File: config.mk
export PLATFORM = sky130hd
export DESIGN_NAME = dbhc_core
export DESIGN_NICKNAME = d
export VERILOG_FILES = /design/src/hdl/dbhc_pkg.sv /design/src/hdl/dbhc_core.sv
export SDC_FILE = /design/constraint.sdc
export NUM_CORES = 1
export LEC_CHECK = 0
export ABC_CLOCK_PERIOD_IN_PS = 12200
export BUFFER_PORTS_ARGS = -buffer_cell sky130_fd_sc_hd__clkbuf_2
export CAP_MARGIN = 10
export CORE_ASPECT_RATIO = 1.4
export CORE_MARGIN = 4
export CORE_UTILIZATION = 35
export CTS_CLUSTER_SIZE = 25
export DETAILED_ROUTE_END_ITERATION = 16
export GPL_ROUTABILITY_DRIVEN = 0
export SLEW_MARGIN = 20
export SYNTH_ARGS = -nofsm -noshare
export SYNTH_HDL_FRONTEND = slang
export SYNTH_SLANG_ARGS = --single-unit
File: constraint.sdc
create_clock -name i_clk -period 12.2 [get_ports i_clk]
set_input_delay 0.61 -clock i_clk [delete_from_list [all_inputs] [get_ports i_clk]]
set_output_delay 0.61 -clock i_clk [all_outputs]
set_load 0.02 [all_outputs]
File: src/hdl/dbhc_pkg.sv
package dbhc_pkg;

    localparam int DEFAULT_PAYLOAD_COUNT_BITS = 40;

    localparam int CFG_INDEX_BITS = 8;
    localparam int CFG_DATA_BITS  = 32;

    // register indexes on the configuration port
    localparam logic [CFG_INDEX_BITS-1:0] REG_TYPE_A     = 8'd0;
    localparam logic [CFG_INDEX_BITS-1:0] REG_TYPE_B     = 8'd1;
    localparam logic [CFG_INDEX_BITS-1:0] REG_VALID_FLAGS = 8'd2;
    localparam logic [CFG_INDEX_BITS-1:0] REG_COMP_FLAGS = 8'd3;

    localparam logic [31:0] RESET_TYPE_A      = 32'd1;
    localparam logic [31:0] RESET_TYPE_B      = 32'd2;
    localparam logic [31:0] RESET_VALID_FLAGS = 32'd1;
    localparam logic [31:0] RESET_COMP_FLAGS  = 32'd1;

    // header byte map
    localparam logic [4:0] POS_MAGIC_LAST = 5'd3;
    localparam logic [4:0] POS_TYPE_FIRST = 5'd4;
    localparam logic [4:0] POS_TYPE_LAST  = 5'd7;
    localparam logic [4:0] POS_HLEN_LAST  = 5'd11;
    localparam logic [4:0] HDR_BASE_BYTES = 5'd12;
    localparam logic [4:0] POS_CHK_FIRST  = 5'd20;
    localparam logic [4:0] POS_FLAG_FIRST = 5'd24;
    localparam logic [4:0] POS_FLAG_LAST  = 5'd27;
    localparam logic [4:0] HDR_TOTAL      = 5'd28;

    localparam logic [31:0] HDR_LENGTH_EXPECTED = 32'd28;

    localparam logic [7:0] MAGIC_BYTES [4] = '{8'hfc, 8'h1a, 8'hb1, 8'h0b};

    localparam logic [31:0] CRC_POLY = 32'hedb88320;
    localparam logic [31:0] CRC_INIT = 32'hffffffff;

    typedef enum logic [1:0] {
        ST_OK        = 2'd0,
        ST_SHORT_BUF = 2'd1,
        ST_INTEGRITY = 2'd2
    } t_status;

    typedef enum logic [2:0] {
        CAUSE_NONE    = 3'd0,
        CAUSE_SHORT   = 3'd1,
        CAUSE_MAGIC   = 3'd2,
        CAUSE_TYPE    = 3'd3,
        CAUSE_HDR_LEN = 3'd4,
        CAUSE_CRC     = 3'd5,
        CAUSE_FLAGS   = 3'd6,
        CAUSE_PLEN    = 3'd7
    } t_cause;

    typedef struct packed {
        logic [7:0] data_byte;
        logic       last;
    } t_in_item;

    typedef struct packed {
        t_status     status;
        t_cause      cause;
        logic [31:0] blob_type;
        logic        compressed;
        logic [63:0] body_length;
    } t_out_item;

    typedef struct packed {
        logic [31:0] accepted_type_a;
        logic [31:0] accepted_type_b;
        logic [31:0] valid_flags_mask;
        logic [31:0] compressed_flag_mask;
    } t_cfg;

    // reflected CRC-32, one byte
    function automatic logic [31:0] crc32_byte(input logic [31:0] crc, input logic [7:0] b);
        logic [31:0] c;
        c = crc ^ {24'h000000, b};
        for (int i = 0; i < 8; i++) begin
            c = c[0] ? ((c >> 1) ^ CRC_POLY) : (c >> 1);
        end
        return c;
    endfunction

    function automatic t_cause latch_cause(input t_cause cur, input t_cause c);
        return (cur == CAUSE_NONE) ? c : cur;
    endfunction

endpackage

File: src/hdl/dbhc_core.sv
module dbhc_core #(
    parameter int PAYLOAD_COUNT_BITS = dbhc_pkg::DEFAULT_PAYLOAD_COUNT_BITS
) (
    input  logic                 i_clk,
    input  logic                 i_rst_n,
    input  logic                 i_step,
    input  dbhc_pkg::t_in_item   i_item,
    input  dbhc_pkg::t_cfg       i_cfg,
    output dbhc_pkg::t_out_item  o_result
);
    import dbhc_pkg::*;

    localparam logic [PAYLOAD_COUNT_BITS-1:0] CNT_MAX = {PAYLOAD_COUNT_BITS{1'b1}};

    logic [4:0]                    r_pos,   n_pos;
    logic [31:0]                   r_crc,   n_crc;
    logic                          r_magic, n_magic;
    logic [31:0]                   r_type,  n_type;
    logic [31:0]                   r_hlen,  n_hlen;
    logic [63:0]                   r_plen,  n_plen;
    logic [31:0]                   r_chk,   n_chk;
    logic [31:0]                   r_flag,  n_flag;
    t_cause                        r_err,   n_err;
    logic [PAYLOAD_COUNT_BITS-1:0] r_cnt,   n_cnt;

    logic [7:0] w_b;
    logic [2:0] w_plen_lane;
    t_cause     w_cause;

    assign w_b = i_item.data_byte;
    // byte 12..19 -> lane 0..7: flipping bit 2 of the position does the subtract
    assign w_plen_lane = r_pos[2:0] ^ 3'b100;

    always_comb begin
        n_pos   = r_pos;
        n_crc   = r_crc;
        n_magic = r_magic;
        n_type  = r_type;
        n_hlen  = r_hlen;
        n_plen  = r_plen;
        n_chk   = r_chk;
        n_flag  = r_flag;
        n_err   = r_err;
        n_cnt   = r_cnt;

        if (r_pos < HDR_TOTAL) begin
            n_pos = r_pos + 5'd1;
            // checksum bytes enter the CRC as zero
            n_crc = crc32_byte(r_crc,
                ((r_pos >= POS_CHK_FIRST) && (r_pos < POS_FLAG_FIRST)) ? 8'h00 : w_b);
            if (r_pos < POS_TYPE_FIRST) begin
                n_magic = r_magic & (w_b == MAGIC_BYTES[r_pos[1:0]]);
                if ((r_pos == POS_MAGIC_LAST) && !n_magic) begin
                    n_err = latch_cause(n_err, CAUSE_MAGIC);
                end
            end else if (r_pos <= POS_TYPE_LAST) begin
                n_type[8*r_pos[1:0] +: 8] = w_b;
                if ((r_pos == POS_TYPE_LAST) && (n_type != i_cfg.accepted_type_a)
                        && (n_type != i_cfg.accepted_type_b)) begin
                    n_err = latch_cause(n_err, CAUSE_TYPE);
                end
            end else if (r_pos < HDR_BASE_BYTES) begin
                n_hlen[8*r_pos[1:0] +: 8] = w_b;
                if ((r_pos == POS_HLEN_LAST) && (n_hlen != HDR_LENGTH_EXPECTED)) begin
                    n_err = latch_cause(n_err, CAUSE_HDR_LEN);
                end
            end else if (r_pos < POS_CHK_FIRST) begin
                n_plen[8*w_plen_lane +: 8] = w_b;
            end else if (r_pos < POS_FLAG_FIRST) begin
                n_chk[8*r_pos[1:0] +: 8] = w_b;
            end else begin
                n_flag[8*r_pos[1:0] +: 8] = w_b;
                if (r_pos == POS_FLAG_LAST) begin
                    if (~n_crc != r_chk) begin
                        n_err = latch_cause(n_err, CAUSE_CRC);
                    end
                    if ((n_flag & ~i_cfg.valid_flags_mask) != 32'd0) begin
                        n_err = latch_cause(n_err, CAUSE_FLAGS);
                    end
                end
            end
        end else if (r_cnt != CNT_MAX) begin
            n_cnt = r_cnt + 1'b1;
        end

        // magic and type failures outrank a short header past the base part
        if (n_pos < HDR_BASE_BYTES) begin
            w_cause = CAUSE_SHORT;
        end else if ((n_err == CAUSE_MAGIC) || (n_err == CAUSE_TYPE)) begin
            w_cause = n_err;
        end else if (n_pos < HDR_TOTAL) begin
            w_cause = CAUSE_SHORT;
        end else if (n_err != CAUSE_NONE) begin
            w_cause = n_err;
        end else if ((n_cnt == CNT_MAX) || (64'(n_cnt) != n_plen)) begin
            w_cause = CAUSE_PLEN;
        end else begin
            w_cause = CAUSE_NONE;
        end

        o_result.cause  = w_cause;
        o_result.status = (w_cause == CAUSE_NONE)  ? ST_OK :
                          (w_cause == CAUSE_SHORT) ? ST_SHORT_BUF : ST_INTEGRITY;
        o_result.blob_type      = (n_pos > POS_TYPE_LAST) ? n_type : 32'd0;
        o_result.compressed     = (n_pos >= HDR_TOTAL)
                                  && ((n_flag & i_cfg.compressed_flag_mask) != 32'd0);
        o_result.body_length    = (n_pos >= POS_CHK_FIRST) ? n_plen : 64'd0;

        if (i_item.last) begin
            n_pos   = 5'd0;
            n_crc   = CRC_INIT;
            n_magic = 1'b1;
            n_type  = 32'd0;
            n_hlen  = 32'd0;
            n_plen  = 64'd0;
            n_chk   = 32'd0;
            n_flag  = 32'd0;
            n_err   = CAUSE_NONE;
            n_cnt   = '0;
        end
    end

    always_ff @(posedge i_clk) begin
        if (!i_rst_n) begin
            r_pos   <= 5'd0;
            r_crc   <= CRC_INIT;
            r_magic <= 1'b1;
            r_type  <= 32'd0;
            r_hlen  <= 32'd0;
            r_plen  <= 64'd0;
            r_chk   <= 32'd0;
            r_flag  <= 32'd0;
            r_err   <= CAUSE_NONE;
            r_cnt   <= '0;
        end else if (i_step) begin
            r_pos   <= n_pos;
            r_crc   <= n_crc;
            r_magic <= n_magic;
            r_type  <= n_type;
            r_hlen  <= n_hlen;
            r_plen  <= n_plen;
            r_chk   <= n_chk;
            r_flag  <= n_flag;
            r_err   <= n_err;
            r_cnt   <= n_cnt;
        end
    end

endmodule

==> metrics.txt, run 1 <==
setup ws final=5.31 ns; Die Ht=287 um; Final Hold Viols=0; post-synthesis xor/xnor area fraction=12.4%; setup_tns=0 ns; end of the worst register-to-register path=r_err[0]; port bufs=241; wire length per cell=24.2 um; Syn Std Cell Area=just under 20000 um^2; Die Width=207 um; Pins Over Slew Limit=0; Initial DRC Count=2235; Synth Area per Inst=7.79 um^2; WL final=81600 um; Compound-Gate Fraction of Synth Area=21.7%; WP data required=11.59 ns; post-synthesis mux area share=3.54%; Clock Skews=0.0261 ns; total power draw=around 2.4 mW; share of cells above drive strength 1=15.0%; worst skew pair latency=0.59 ns; syn_nets=2652; Fillers=5622; RSZ-0062 raised after global routing=no; adder-cell area share of the yosys netlist=1.03%; Reg clk slew, reported paths=roughly 0.06 ns; CTS Hold Buffers Added=0; CTS root buf=clkbuf_16; global-route wire length before repair=about 120000 um; Starting Density=35.6%; largest fanout on the critical path=28; Max-Cap Viols=0; Cells after DPL=3308; initial antenna violation count=0; Finished Layout Cells=3364; CP Class=reg2out; DP Wirelength=59200 um; cells on worst reg2reg path=13; Worst Hold Slack=0.497 ns; DRC Markers=0; Post-Synthesis Cells=2496; #FFs+latches synth=around 270; DIE AREA=roughly 60000 um^2; Util after Layout=40.9%; CTS buffer count=31; grt total ovfl=0; CTS sink cnt=273; Post-synth EDFFs=0; Syn-to-layout area delta=15.0%; DR vias/cell=6.04; post-synthesis sequential area ratio=28.1%; CTS resizes=0; Worst Tran Pin Value=1.10 ns; CP startpoint kind=register; CTS tree=built; vias in the first global route=19500; Syn. warnings=0; crit path time final=6.89 ns; cell taking the most area after synthesis=dfxtp_1; Worst path slowest cell=dfxtp_1; placed inst area=21200 um^2; I/O pin count=242; hold crit path type=reg2reg; WP data arrival=between 6 and 7 ns; status=completed; DR pass1 iterations=6; Setup Fix Bufs, Post-CTS=0; reg2reg start=r_pos[0]; pwr dens=107 nW/um^2; fin nets=2777; simple-gate area share of the yosys netlist=28.3%; Setup Viol. Count Final=0; slew margin rel.=25.7%; f_max=0.145 GHz; share of the synthesized area in the top cell type=28.1%; final worst path period share=56.4%; Leakage=around 8.0 nW; via count=20300; overall global routing resource usage=25.7%; dpl ws=6.09 ns; crit path capture type=output port; Max clock buf depth=3; largest family of logic cells by synthesized area=simple AND/OR/NAND/NOR gates; reg2reg setup slack=a little over 7 ns; Worst path max stage delay=0.77 ns; cells along the critical path=inv_1, ha_1, buf_4, nor4_1, nand3_1, mux2i_1, nor4bb_1, a2111oi_0, nand4_1, nor4_1, nand4_1, o31ai_1, o21ai_0, a211o_1, clkbuf_2; Final ANT Viol Nets=0; post-synth cell types=95; Synth area leaders=dfxtp_1, nor2b_1, a22oi_1; Max VDD drop=0.000117 V; largest net degree at the start of global routing=167; Main synth FF type=dfxtp_1; htree depth=1; crit path from=r_pos[0]; cell area after layout=approximately 22000 um^2; row cnt=101; FFs w/ async S/R, synth=0%; diodes inserted=0; Worst setup endpoint=o_result[97]; Core Area=between 50000 and 60000 um^2
power breakdown:
group          switching [mW]  internal [mW]
Clock                   0.405          0.618
Sequential             0.0131          0.904
Combinational           0.271          0.186
registers in the layout (all words and copies together) (netlist names):
register	cells
r_plen	64
r_hlen	32
r_err	3
r_magic	1
r_flag	32
r_pos	5
r_cnt	40
r_chk	32
r_type	32
r_crc	32
cell type report:
class | instances | area [um^2] | area share (%)
multi-input cells | 1976 | 13100 | 58.6
flip-flops and latches | 273 | 5470 | 24.5
clock inverters | 10 | 154 | 0.689
inverters | 42 | 158 | 0.706
well taps | 721 | 902 | 4.04
clock buffers | 45 | 948 | 4.24
repair buffers | 297 | 1630 | 7.31
worst max-delay path: cells and delay by family, from the launching register on:
family                   cells  cell delay, ns
buffers and inverters        3            0.76
adder cells (fa/ha/maj)      1            0.49
AO/OA/AOI/OAI                4            1.24
AND/OR/NAND/NOR              6            1.87
flip-flops                   1            0.77
multiplexers                 1            0.55
synthesized netlist by cell type, drive strengths merged (29+ instances only):
cell type,instances
nand3,40
xor2,74
a21oi,97
mux2i,62
a32oi,29
nor2b,241
nand4,47
and2,41
nor4,48
nor2,218
o22ai,50
clkbuf,175
o21ai,127
buf,30
nor3,55
a22oi,189
xnor2,153
dfxtp,273
nand2,210
inv,40
worst min-delay path by stage:
stage,from,end,slack (ns),cells after the start
after floorplan,r_magic,r_magic,0.45,2
after global placement,r_type[0],r_type[0],0.47,2
after detailed placement,r_magic,r_magic,0.48,2
after CTS,r_type[13],r_type[13],0.49,2
after global routing,r_crc[16],r_crc[16],0.52,2
final,r_cnt[23],r_cnt[23],0.50,1
cells by family after synthesis:
family	after synthesis
simple gates	1027
compound gates	622
flops	273
buf+inv	247
xor+xnor	243
mux	68
fa+ha+maj	16
layer usage:
metal / up-vias / part of all wire [%] / global-route usage [%] / wire [um]
met2: 1086 / 48 / 44.2 / 39300
met4: 0 / 7.0 / 15.4 / 5740
met1: 9740 / 37 / 30.5 / 30600
met5: - / 0 / 0 / 0
met3: 305 / 7.2 / 3.56 / 5910
li1: 9193 / - / - / -
cells in the final DEF, fill, tap and decap left out, types with 31 or more instances in the layout:
cell	n
inv_1	40
nand3_1	39
xnor2_1	150
clkbuf_2	240
clkbuf_16	31
nand2_1	208
xor2_1	72
mux2i_1	62
nor2b_1	241
buf_4	55
nor2_1	216
nand4_1	46
o21ai_0	102
o22ai_1	50
and2_1	33
nor4_1	45
nor3_1	54
a21oi_1	97
dfxtp_1	273
a22oi_1	189
Note: power is estimated with default switching activity, not from simulation.
==> run 2, diff against run 1 <==
Settings changed: ABC_CLOCK_PERIOD_IN_PS 12200 to 6000.
Clock period 12.2 ns to 6 ns, I/O delays scaled along.
==> run 2 against run 1 <==
Against the previous run:
- routed wire length is 2.6% higher
- core utilization is 0.58 points higher
- sequential cell count stayed put
- largest power group unchanged
==> metrics.txt, run 2 (synthesis results as in run 1) <==
f_max=roughly 0.17 GHz; crit path capture type=output port; DR vias/cell=6.05 (+0.16%); fin nets=2805 (+1.0%); diodes inserted=0 (unchanged); final worst path period share=96.8%; Core Area=54600 um^2 (unchanged); largest registers=r_plen: 64 flops, r_cnt: 40 flops; Starting Density=35.6% (unchanged); port bufs=241 (unchanged); Top reg by flops=r_plen; slew margin rel.=22.1% (-3.6 points); largest net degree at the start of global routing=154 (-7.8%); DR pass1 iterations=9 (+3); status=completed; RSZ-0062 raised after global routing=no; largest fanout on the critical path=11 (-61%); DIE AREA=59400 um^2 (unchanged); Die Width=207 um (unchanged); Clock Skews=0.0244 ns (-0.00173 ns); Worst Hold Slack=0.294 ns (-0.203 ns); register area=5470 um^2 (unchanged); Max clock buf depth=3 (unchanged); Initial DRC Count=2284 (+2.2%); CTS buffer count=34 (+9.7%); htree depth=2 (+1); WP data arrival=5.51 ns (-0.77 ns); global-route wire length before repair=123000 um (+1.7%); overall global routing resource usage=26.4% (+0.71 points); Max-Cap Viols=0 (unchanged); CTS sink cnt=273 (unchanged); I/O pin count=242 (unchanged); Syn-to-layout area delta=16.6%; CTS tree=built; Max VDD drop=0.000139 V (+19%); Die Ht=287 um (unchanged); Worst path slowest cell=mux2i_1; CP startpoint kind=register; Fillers=5570 (-0.92%); via count=20500 (+1.0%); Pins Over Slew Limit=0 (unchanged); vias in the first global route=19800 (+1.4%); reg2reg setup slack=1.66 ns (-5.39 ns); DRC Markers=0 (unchanged); row cnt=101 (unchanged); grt total ovfl=0 (unchanged); Reg clk slew, reported paths=0.06 ns (about the same); DP Wirelength=61900 um (+4.4%); CTS root buf=clkbuf_16; most frequent cells in the layout=dfxtp_1, nor2b_1, clkbuf_2, nor2_1, nand2_1; CP Class=reg2out; WP data required=5.70 ns (-5.89 ns); setup_tns=0 ns (unchanged); initial antenna violation count=0 (unchanged); worst skew pair latency=0.58 ns (about the same); Final Hold Viols=0 (unchanged); Leakage=8.18 nW (+1.8%); share of cells above drive strength 1=16.1% (+1.1 points); pwr dens=222 nW/um^2 (+110%); Setup Viol. Count Final=0 (unchanged); crit path time final=just under 6 ns; multi-input logic area=13100 um^2 (+0.38%); Worst Tran Pin Value=1.16 ns (+0.0545 ns); wire length per cell=24.7 um (+1.8%); max FFs per register=64 (unchanged); Worst path max stage delay=0.66 ns (-0.11 ns); hold crit path type=in2reg; WL final=83700 um (+2.6%); commonest non-fill, non-tap cell in the layout=dfxtp_1; Final ANT Viol Nets=0 (unchanged); cells along the critical path=inv_1, ha_1, ha_1, nor2b_1, o2111ai_1, buf_4, mux2i_1, xnor2_1, o22ai_1, a211o_1, a2111oi_0, nand4_1, o31ai_1, o21ai_0, a211o_1, clkbuf_2
==> run 2: cell count changes in the layout (fill, tap and decap cells not counted), sizes merged <==
cell	change
buf	+25
nor4bb	+1
clkbuf	-2
clkinvlp	+3
inv	+2
==> run 2: timing repair <==
| item | CTS | global route |
|---|---|---|
| gates cloned | 0 | 1 |
| pin swaps | 0 | 2 |
| resized for setup | 1 | 6 |
| hold buffers | 0 | 0 |
| endpoints found under the setup margin | 1 | 3 |
| buffers inserted | 0 | 4 |
| hold endpoints to repair | 0 | 0 |
==> run 2: power breakdown <==
| group | internal [mW] | switching [mW] |
|---|---|---|
| sequential | 1.84 | 0.0266 |
| combinational | 0.389 | 0.569 |
| clock | 1.32 | 0.893 |
| total | 3.54 | 1.49 |
==> run 2: worst paths after layout <==
path | start | endpoint | cells past startpoint
worst max-delay path | r_pos[1] | o_result[97] | 16
worst max register to register | r_pos[2] | r_err[1] | 12
worst min-delay path | i_rst_n | r_magic | 2
worst min register to register | r_type[0] | r_type[0] | 2
==> run 2: metal layers <==
metal / vias to the layer above / track usage (%) / part of all wire, %
met1: 9814 / 30.5 / 37
met4: 0 / 17.4 / 7.8
met2: 1134 / 45.5 / 48
met3: 331 / 3.90 / 7.2
li1: 9252 / - / -
met5: - / 0 / 0
==> run 2: area by class of cell <==
cell class,count,area share [%]
inverters,42,0.696
well taps,721,3.98
multi-input cells,1977,58.0
repair buffers,321,8.06
flip-flops and latches,273,24.1
clock inverters,15,0.906
clock buffers,44,4.27
==> run 2: stage by stage <==
stage                     utilization [%]  setup WS, ns  power (mW)  area [um^2]  instances
after floorplan                         -          1.34        2.53        19400       2496
after global placement               39.2         0.624        2.83        21400       3329
after detailed placement             39.2         0.610        2.84        21400       3329
after CTS                            41.3         0.184        5.05        22600       3388
after global routing                 41.5        0.0121        5.18        22700       3393
final                                41.5         0.190        5.03        22700       3393
==> run 2: critical path, delay by kind of cell, from the launching register on <==
kind	cells	cell delay, ns
adders and majority gates	2	0.63
muxes	1	0.66
AOI/OAI and AO/OA	7	1.80
DFF	1	0.56
xor gates and xnor gates	1	0.19
buffers and inverters	3	0.58
and+or+nand+nor	2	0.52
